File: src/design/four_channel_crc16_frame_packer_macros.svh
// Assertion helpers shared by the frame packer RTL.
// Both forms sample at the rising clock edge and are muted while reset is high.
`ifndef FOUR_CHANNEL_CRC16_FRAME_PACKER_MACROS_SVH
`define FOUR_CHANNEL_CRC16_FRAME_PACKER_MACROS_SVH

// Check that a property holds at every clock edge outside reset.
`define CRCFP_ASSERT(label, clk, rst, prop, msg) \
   label: assert property (@(posedge clk) disable iff (rst) (prop)) else $error(msg);

// Check that a condition never holds at a clock edge outside reset.
`define CRCFP_NEVER(label, clk, rst, cond, msg) \
   label: assert property (@(posedge clk) disable iff (rst) !(cond)) else $error(msg);

`endif

File: src/design/crcfp_pkg.sv
// ----------------------------------------------------------------------------
// crcfp_pkg
// Shared types, constants and CRC-16/MODBUS helpers for the frame packer.
// ----------------------------------------------------------------------------
`timescale 1ns / 1ps

package crcfp_pkg;

   localparam int FRAME_DATA_BYTES = 8;
   localparam int FRAME_BYTES      = 10;
   localparam int CRC_STAGES       = FRAME_DATA_BYTES;
   localparam int BYTE_INDEX_W     = $clog2(FRAME_BYTES);

   localparam logic [15:0] CRC_SEED = 16'hFFFF;
   localparam logic [15:0] CRC_POLY = 16'hA001;

   localparam logic [BYTE_INDEX_W-1:0] LAST_BYTE_INDEX = BYTE_INDEX_W'(FRAME_BYTES - 1);
   localparam logic [BYTE_INDEX_W-1:0] CRC_LOW_INDEX   = BYTE_INDEX_W'(FRAME_DATA_BYTES);

   typedef struct packed {
      logic signed [15:0] channel_a;
      logic signed [15:0] channel_b;
      logic signed [15:0] channel_c;
      logic signed [15:0] channel_d;
   } req_type;

   typedef struct packed {
      logic [7:0] frame_byte;
      logic       last_byte;
   } rsp_type;

   // One sample set with the CRC folded so far.
   typedef struct packed {
      req_type     req;
      logic [15:0] crc;
   } stage_type;

   // Data byte of the frame at position idx (0..7), low byte of each channel first.
   function automatic logic [7:0] data_byte(input req_type req, input logic [2:0] idx);
      logic [7:0] result;
      unique case (idx)
         3'd0: result = req.channel_a[7:0];
         3'd1: result = req.channel_a[15:8];
         3'd2: result = req.channel_b[7:0];
         3'd3: result = req.channel_b[15:8];
         3'd4: result = req.channel_c[7:0];
         3'd5: result = req.channel_c[15:8];
         3'd6: result = req.channel_d[7:0];
         3'd7: result = req.channel_d[15:8];
      endcase
      return result;
   endfunction

   // Fold one byte into a reflected CRC-16 accumulator.
   function automatic logic [15:0] crc_byte(input logic [15:0] crc, input logic [7:0] data);
      logic [15:0] acc;
      acc = crc ^ {8'h00, data};
      for (int b = 0; b < 8; b++) begin
         if (acc[0]) begin
            acc = (acc >> 1) ^ CRC_POLY;
         end else begin
            acc = acc >> 1;
         end
      end
      return acc;
   endfunction

endpackage

File: src/design/crcfp_crc_stage.sv
// ----------------------------------------------------------------------------
// crcfp_crc_stage
// One pipeline register stage: folds one frame byte into the running CRC.
// ----------------------------------------------------------------------------
`timescale 1ns / 1ps

module crcfp_crc_stage (
   input  logic                  clock,
   input  logic                  reset,
   input  logic                  in_valid,
   output logic                  in_ready,
   input  crcfp_pkg::stage_type  in_stage,
   input  logic [7:0]            fold_byte,
   output logic                  out_valid,
   input  logic                  out_ready,
   output crcfp_pkg::stage_type  out_stage
);

   logic                 valid_ff;
   logic                 valid_in;
   crcfp_pkg::stage_type stage_ff;
   crcfp_pkg::stage_type stage_in;
   logic                 load;

   // Take a new transfer when empty or when the held one moves on.
   assign in_ready = !valid_ff || out_ready;
   assign load     = in_ready && in_valid;
   assign valid_in = in_ready ? in_valid : valid_ff;

   always_comb begin
      stage_in     = in_stage;
      stage_in.crc = crcfp_pkg::crc_byte(in_stage.crc, fold_byte);
   end

   always_ff @(posedge clock) begin
      if (reset) begin
         valid_ff <= 1'b0;
      end else begin
         valid_ff <= valid_in;
      end
   end

   always_ff @(posedge clock) begin
      if (load) begin
         stage_ff <= stage_in;
      end
   end

   assign out_valid = valid_ff;
   assign out_stage = stage_ff;

endmodule

File: src/design/crcfp_serializer.sv
// ----------------------------------------------------------------------------
// crcfp_serializer
// Holds one finished frame and sends its ten bytes, one per cycle.
// ----------------------------------------------------------------------------
`timescale 1ns / 1ps

`include "four_channel_crc16_frame_packer_macros.svh"

module crcfp_serializer (
   input  logic                  clock,
   input  logic                  reset,
   input  logic                  in_valid,
   output logic                  in_ready,
   input  crcfp_pkg::stage_type  in_stage,
   output logic                  rsp_strobe,
   output crcfp_pkg::rsp_type    rsp_payload
);

   logic                                  active_ff;
   logic                                  active_in;
   logic [crcfp_pkg::BYTE_INDEX_W-1:0]    count_ff;
   logic [crcfp_pkg::BYTE_INDEX_W-1:0]    count_in;
   crcfp_pkg::stage_type                  frame_ff;
   logic                                  at_last;
   logic                                  load;

   assign at_last  = active_ff && (count_ff == crcfp_pkg::LAST_BYTE_INDEX);
   // Accept the next frame while the last byte of this one goes out.
   assign in_ready = !active_ff || at_last;
   assign load     = in_ready && in_valid;

   always_comb begin
      active_in = active_ff;
      count_in  = count_ff;
      priority if (load) begin
         active_in = 1'b1;
         count_in  = '0;
      end else if (at_last) begin
         active_in = 1'b0;
      end else if (active_ff) begin
         count_in = count_ff + 1'b1;
      end
   end

   always_ff @(posedge clock) begin
      if (reset) begin
         active_ff <= 1'b0;
         count_ff  <= '0;
      end else begin
         active_ff <= active_in;
         count_ff  <= count_in;
      end
   end

   always_ff @(posedge clock) begin
      if (load) begin
         frame_ff <= in_stage;
      end
   end

   always_comb begin
      rsp_payload.last_byte = (count_ff == crcfp_pkg::LAST_BYTE_INDEX);
      if (count_ff == crcfp_pkg::LAST_BYTE_INDEX) begin
         rsp_payload.frame_byte = frame_ff.crc[15:8];
      end else if (count_ff == crcfp_pkg::CRC_LOW_INDEX) begin
         rsp_payload.frame_byte = frame_ff.crc[7:0];
      end else begin
         rsp_payload.frame_byte = crcfp_pkg::data_byte(frame_ff.req, count_ff[2:0]);
      end
   end

   assign rsp_strobe = active_ff;

   `CRCFP_NEVER(a_count_range, clock, reset, active_ff && (count_ff > crcfp_pkg::LAST_BYTE_INDEX), "byte count beyond frame end")
   `CRCFP_ASSERT(a_load_at_end, clock, reset, (in_valid && active_ff && !at_last) |=> (active_ff && $stable(frame_ff)), "frame replaced before its last byte")
   `CRCFP_ASSERT(a_after_last, clock, reset, at_last |=> (!active_ff || (count_ff == '0)), "frame did not end or restart after last byte")

endmodule

File: src/design/four_channel_crc16_frame_packer.sv
// ----------------------------------------------------------------------------
// four_channel_crc16_frame_packer
// Packs four 16-bit samples into a 10-byte frame closed by CRC-16/MODBUS.
// ----------------------------------------------------------------------------
// Usage:
//   Input: drive req_payload (channels a..d) and raise start; the transfer
//   is taken at the rising edge where start is high and busy is low.
//   Output: each frame comes out as ten bytes on rsp_payload, one per cycle,
//   each valid for exactly one cycle while rsp_strobe is high: channel a low
//   and high byte, then b, c, d, then CRC low and CRC high. last_byte marks
//   the CRC high byte. The receiver cannot hold bytes off.
//   Path: a sample set, once taken, passes through the eight CRC stage
//   registers, then into the serializer, which sends its bytes. Bytes of
//   back-to-back frames follow each other with no gap.
//   Throughput: set by the byte-wide result port, one byte per cycle.
//   Eight CRC stages (one byte each) buffer up to eight sample sets, so a
//   burst of start pulses is absorbed before busy rises; busy then drops
//   each time the serializer takes the next frame.
//   Reset: clears all valid bits and the serializer; no frame is in flight
//   afterward and busy is low.
// ----------------------------------------------------------------------------
`timescale 1ns / 1ps

module four_channel_crc16_frame_packer (
   input  logic                clock,
   input  logic                reset,
   input  logic                start,
   output logic                busy,
   input  crcfp_pkg::req_type  req_payload,
   output logic                rsp_strobe,
   output crcfp_pkg::rsp_type  rsp_payload
);

   localparam int Stages = crcfp_pkg::CRC_STAGES;

   // Pipeline links: link 0 is the input port, link Stages feeds the serializer.
   logic                 link_valid [Stages+1];
   logic                 link_ready [Stages+1];
   crcfp_pkg::stage_type link_stage [Stages+1];

   // Seed the CRC with the sample set as it enters.
   assign link_valid[0]     = start;
   assign link_stage[0].req = req_payload;
   assign link_stage[0].crc = crcfp_pkg::CRC_SEED;
   // Hold off new transfers while the first stage cannot move.
   assign busy              = !link_ready[0];

   // Fold one data byte per stage, in frame order.
   for (genvar k = 0; k < Stages; k++) begin : g_crc
      logic [7:0] fold_byte;

      assign fold_byte = crcfp_pkg::data_byte(link_stage[k].req, 3'(k));

      crcfp_crc_stage u_stage (
         .clock     (clock),
         .reset     (reset),
         .in_valid  (link_valid[k]),
         .in_ready  (link_ready[k]),
         .in_stage  (link_stage[k]),
         .fold_byte (fold_byte),
         .out_valid (link_valid[k+1]),
         .out_ready (link_ready[k+1]),
         .out_stage (link_stage[k+1])
      );
   end

   // Send the finished frame one byte per cycle.
   crcfp_serializer u_serializer (
      .clock       (clock),
      .reset       (reset),
      .in_valid    (link_valid[Stages]),
      .in_ready    (link_ready[Stages]),
      .in_stage    (link_stage[Stages]),
      .rsp_strobe  (rsp_strobe),
      .rsp_payload (rsp_payload)
   );

endmodule
File: config.mk
export PLATFORM = sky130hd
export DESIGN_NAME = four_channel_crc16_frame_packer
export DESIGN_NICKNAME = d
export VERILOG_FILES = /design/src/design/crcfp_pkg.sv /design/src/design/crcfp_crc_stage.sv /design/src/design/crcfp_serializer.sv /design/src/design/four_channel_crc16_frame_packer.sv
export VERILOG_INCLUDE_DIRS = /design/src /design/src/design
export SDC_FILE = /design/constraint.sdc
export NUM_CORES = 1
export LEC_CHECK = 0
export ABC_CLOCK_PERIOD_IN_PS = 5400
export CORE_ASPECT_RATIO = 1.25
export CORE_MARGIN = 1.5
export CORE_UTILIZATION = 49
export DETAILED_ROUTE_END_ITERATION = 8
export DONT_BUFFER_PORTS = 1
export GPL_ROUTABILITY_DRIVEN = 1
export PLACE_DENSITY = 0.64
export SLEW_MARGIN = 10
export SYNTH_ARGS = -nofsm -noshare
export SYNTH_HDL_FRONTEND = slang
export SYNTH_HIERARCHICAL = 1
export SYNTH_SLANG_ARGS = --single-unit
export TNS_END_PERCENT = 10
File: constraint.sdc
create_clock -name clock -period 5.4 [get_ports clock]
set_input_delay 0.27 -clock clock [delete_from_list [all_inputs] [get_ports clock]]
set_output_delay 0.27 -clock clock [all_outputs]
set_load 0.1 [all_outputs]
# Yosys cells after proc, flatten, opt, wreduce, memory -nomap -nowiden
# Cells that the tools add are included.
dict set report word_totals {
  inputBits 67
  elab_cells 248
  out_inout_bits 11
  reg_bits 733
}
dict set report op_classes {
  eq_ne 9
  reduce_logical 33
  addsub 1
  n_mux 69
  n_bitwise 73
}
# op count
set ops {}
lappend ops {{16-bit 2-to-1 mux} 56}
lappend ops {{2-bit NOT with 3-bit output} 64}
lappend ops {{14-bit 2-to-1 mux} 8}
lappend ops {{16-bit by 8-bit XOR with 16-bit output} 7}
lappend ops {{8-bit case mux with 8 select lines} 1}
lappend ops {{8-bit 2-to-1 mux} 2}
lappend ops {{8-bit NOT with 16-bit output} 1}
lappend ops {{3-bit equality test, second input constant} 4}
lappend ops {{1-bit logical AND} 10}
lappend ops {{1-bit zero test} 10}
lappend ops {{1-bit logical OR} 9}
lappend ops {{4-bit equality test, second input constant} 2}
lappend ops {{3-bit by 2-bit equality test with 1-bit output, second input constant} 2}
lappend ops {{4-bit by 1-bit adder with 4-bit output, second input constant} 1}
lappend ops {{3-bit by 1-bit equality test with 1-bit output, second input constant} 1}
lappend ops {{3-bit zero test} 1}
lappend ops {{1-bit 2-to-1 mux} 2}
lappend ops {{2-bit AND reduction} 1}
lappend ops {{2-bit nonzero test} 1}
lappend ops {{2-bit OR reduction} 1}
lappend ops {{1-bit NOT} 1}

# Depth between registers and ports, before layout
dict set report depth {
  ltp_word 17
  mapped_depth 13
  depth_no_buf 13
}

# Modules after synthesis
# Netlist, hierarchy kept.
# module seq_area_each_um2 area_per_inst_um2 n_inst cells_each
set modules_own_cells {}
lappend modules_own_cells {crcfp_crc_stage 2422.3 2657.5 8 106}
lappend modules_own_cells {crcfp_serializer 2502.4 3285.7 1 193}
lappend modules_own_cells {four_channel_crc16_frame_packer 0.0 7.5 1 2}

# Worst setup path before layout
# OpenSTA, ideal clock, no wires.
dict set report synth_path {
  path_type {register to register}
  startpoint {reg u_serializer.active_ff, in the netlist u_serializer/rsp_strobe}
  endpoint {reg g_crc[0].u_stage.stage_ff, in the netlist g_crc[0].u_stage/out_stage[0], enable pin}
  t_arrival_ns 3.876
  required_ns 4.953
  setup_ns 0.447
  stages_incl_launch_ff 12
  period_less_slack_ns 4.323
  path_slack_ns 1.077
  n_path_buf 0
  cell_sequence {dfxtp_1 -> a21boi_4 -> inv_2 -> nand2b_1 -> nand2b_1 -> nand2b_1 -> nand2b_1 -> nand2b_1 -> nand2b_1 -> nand2b_1 -> nand2b_1 -> and2_1}
}
# element line
set synth_rtl {}
lappend synth_rtl {{from (decl)} crcfp_serializer.sv:19} ;# logic active_ff;
lappend synth_rtl {{from (signal assigned)} crcfp_serializer.sv:50} ;# active_ff <= active_in;
lappend synth_rtl {{to (signal assigned)} crcfp_crc_stage.sv:45} ;# stage_ff <= stage_in;
lappend synth_rtl {{to (decl)} crcfp_crc_stage.sv:21} ;# crcfp_pkg::stage_type stage_ff;

==> reports/qor.yml <==
setup_path:
  crit_fanout: 24
  crit_path_end_kind: "output pin"
  worstSetupPathType: "reg2out"
  start_kind: "register"
  cp_data_required_time_ps: 5130
  arrival_ps: 4270
finish:
  fillers: 3600
  antenna_cells: 0
  layout-drive-gt1-share_pct: 10.70
  final_core_util_pct: 57.13
  syn_to_final_growth_pct: 14.98
  nNetsFinal: 1266
die:
  start_util_pct: 49.69
  die_h_um: 253.3
  std_cell_rows: 91
  dieArea_um2: 51470
  boundaryPins: 78
  die_w_um: 203.2
  coreArea_um2: 49410
logic_synthesis:
  synth_commonest_cells: "edfxtp_1, xnor2_1, xor2_1"
  synth-edff-count: 720
  synth_area_leaders: "edfxtp_1, xnor2_1, xor2_1, dfxtp_1, xor3_2"
  synth_top_area_share_pct: 88.06
  synth_ff_type: "edfxtp_1"
  synth.most_common_cell: "edfxtp_1"
  yosys_register_bits: 733
  yosysTopAreaCell: "edfxtp_1"
  syn_inst: 1043
  synth_cell_type_count: 37
  syn_area_um2: 24550
  ys_seq_area_share_pct: 89.12
  async_flop_share_pct: 0
  syn_area_per_cell_um2: 23.54
  yosys_warnings: 6
clock_network:
  clk_pin_slew_ps: 60
  clkSinkCount: 733
  cts_buffers: 61
  clock_tree.htree_level_count: 2
  post_cts_buffers: 0
  cts_root_buffer: "clkbuf_16"
  clkLatencyLatePin_ps: 580
  cts_hold_repair.buffers: 66
  cts_resized: 0
  cts_buffer_depth: 3
  cts_tree: "built"
run:
  drv_cap: 0
route:
  dr.first_iter.drc_count: 644
  drc: 0
  vias: 8819
  post_drt_wl_per_cell_um: 17.09
  antenna_left: 0
  drtPass1Iterations: 7
  vias_per_cell: 4.656
  wl_um: 32380
worst_hold_path:
  worst_hold_path_type: "in2reg"
global_route:
  gr-usage-all-layers_pct: 12.86
  grt_pass1_wl_um: 50260
  gr-total-overflow: 0
  grt_pass1_vias: 9131
  antenna_found_initial: 0
  grt_max_degree: 81
timing:
  tightest_slew_ps: 1129
  post-route-period-util_pct: 84.01
  clock_skew_ps: 10.72
  drv_slew: 0
  relSlewSlack_pct: 24.91
  setup_viol: 0
  period_minus_slack_ps: 4536
  hold_viol: 0
  fmax_mhz: 220.4
  tns_ps: 0
  rsz0062_at_grt: "no"
outcome:
  outcome: "finished clean"
placement:
  dp_hpwl_um: 22200
  numPortBuffers: 0
  gp_congestion: 0.8658
power_and_ir_drop:
  p_leak_nw: 9.072
  ir_worst_vdd_mv: 0.2437
  p_per_area_nw_per_um2: 396.0
==> kinds of logic after synthesis <==
| group | after synthesis | synth area share, % |
|---|---|---|
| AO/OA/AOI/OAI | 66 | 2.054 |
| XOR/XNOR | 170 | 7.042 |
| adder cells (fa/ha/maj) | 6 | 0.3057 |
| buffers and inverters | 24 | 0.4586 |
| flip-flops | 733 | 89.12 |
| multiplexers | 3 | 0.1223 |
| other | 1 | 0.01527 |
| AND/OR/NAND/NOR | 40 | 0.8867 |
==> flip-flops by register name, summed over array words and instances, names as in the netlist <==
register	flops
g_crc.u_stage/out_stage	640
u_serializer/frame_ff	80
u_serializer/rsp_strobe	1
g_crc.u_stage/out_valid	8
u_serializer/count_ff	4
==> power breakdown <==
part	total (mW)	leakage, nW	switching (mW)	internal (mW)
combinational	0.485	1.40	0.230	0.256
clock	4.24	0.965	1.78	2.46
sequential	6.46	6.70	0.0460	6.41
==> layout make-up <==
cell class / count / area [µm²] / area share (%)
Clock buffer: 79 / 1637 / 5.797
Clock inverter: 34 / 330.3 / 1.170
Inverter: 14 / 52.55 / 0.1861
Multi-Input combinational cell: 301 / 2686 / 9.515
Sequential cell: 733 / 21880 / 77.50
Tap cell: 651 / 814.5 / 2.885
Timing Repair Buffer: 82 / 830.8 / 2.943
==> final timing paths <==
path	depth (start not counted)	slack, ps	startpoint	endpoint
worst max-delay path	13	860	u_serializer/count_ff[1]	busy
worst min-delay path	2	40	req_payload[51]	g_crc[0].u_stage/out_stage[10]
worst max register to register	14	1450	u_serializer/count_ff[1]	g_crc[0].u_stage/out_stage[25]
worst min register to register	0	410	g_crc[7].u_stage/out_stage[71]	u_serializer/frame_ff[71]
==> through the flow <==
| stage | power [mW] | hold WS (ps) | setup slack [ps] | instance area [µm²] | std cells |
|---|---|---|---|---|---|
| CTS | 11.33 | 7.117 | 840.4 | 28230 | 1894 |
| floorplan | 6.934 | 339.1 | 1077 | 24610 | 1058 |
| detailed placement | 7.039 | 344.0 | 1543 | 25600 | 1715 |
| global placement | 7.026 | 342.7 | 1618 | 25600 | 1715 |
| global route | 11.57 | 20.51 | 571.3 | 28230 | 1894 |
| finish | 11.18 | 43.06 | 863.6 | 28230 | 1894 |
==> critical path, cell delays in order (launching register included) <==
cell      delay, ps
dfxtp_1         450
inv_1           110
ha_1            500
a21boi_4        360
inv_2            80
nand2b_1        190
nand2b_1        200
nand2b_1        180
nand2b_1        200
nand2b_1        200
nand2b_1        190
nand2b_1        180
nand2b_1        200
inv_1           630
==> routing by layer <==
metal  global-route usage (%)  wire length (µm)
met5                        0                 0
met4                    6.667              1399
met3                    2.317              1097
met2                    23.00             17000
met1                    14.73             12880
==> cells in the final DEF (no fill, tap or decap), drive strengths merged <==
cell,n
nand2b,9
and2,9
bufinv,7
o21ai,9
a22oi,17
clkbuf,79
o221a,3
conb,16
a211oi,4
a21boi,1
nand2,7
dfxtp,13
xnor2,113
dlygate4sd3,66
xnor3,8
xor2,41
o22ai,8
a222oi,9
nand4,1
ha,6
o21ba,1
clkinv,26
a21o,1
xor3,8
buf,16
edfxtp,720
nor2,7
a21oi,9
nor2b,7
inv,15
mux2i,3
a221oi,4
No activity file was read; power rests on OpenSTA's default activity.
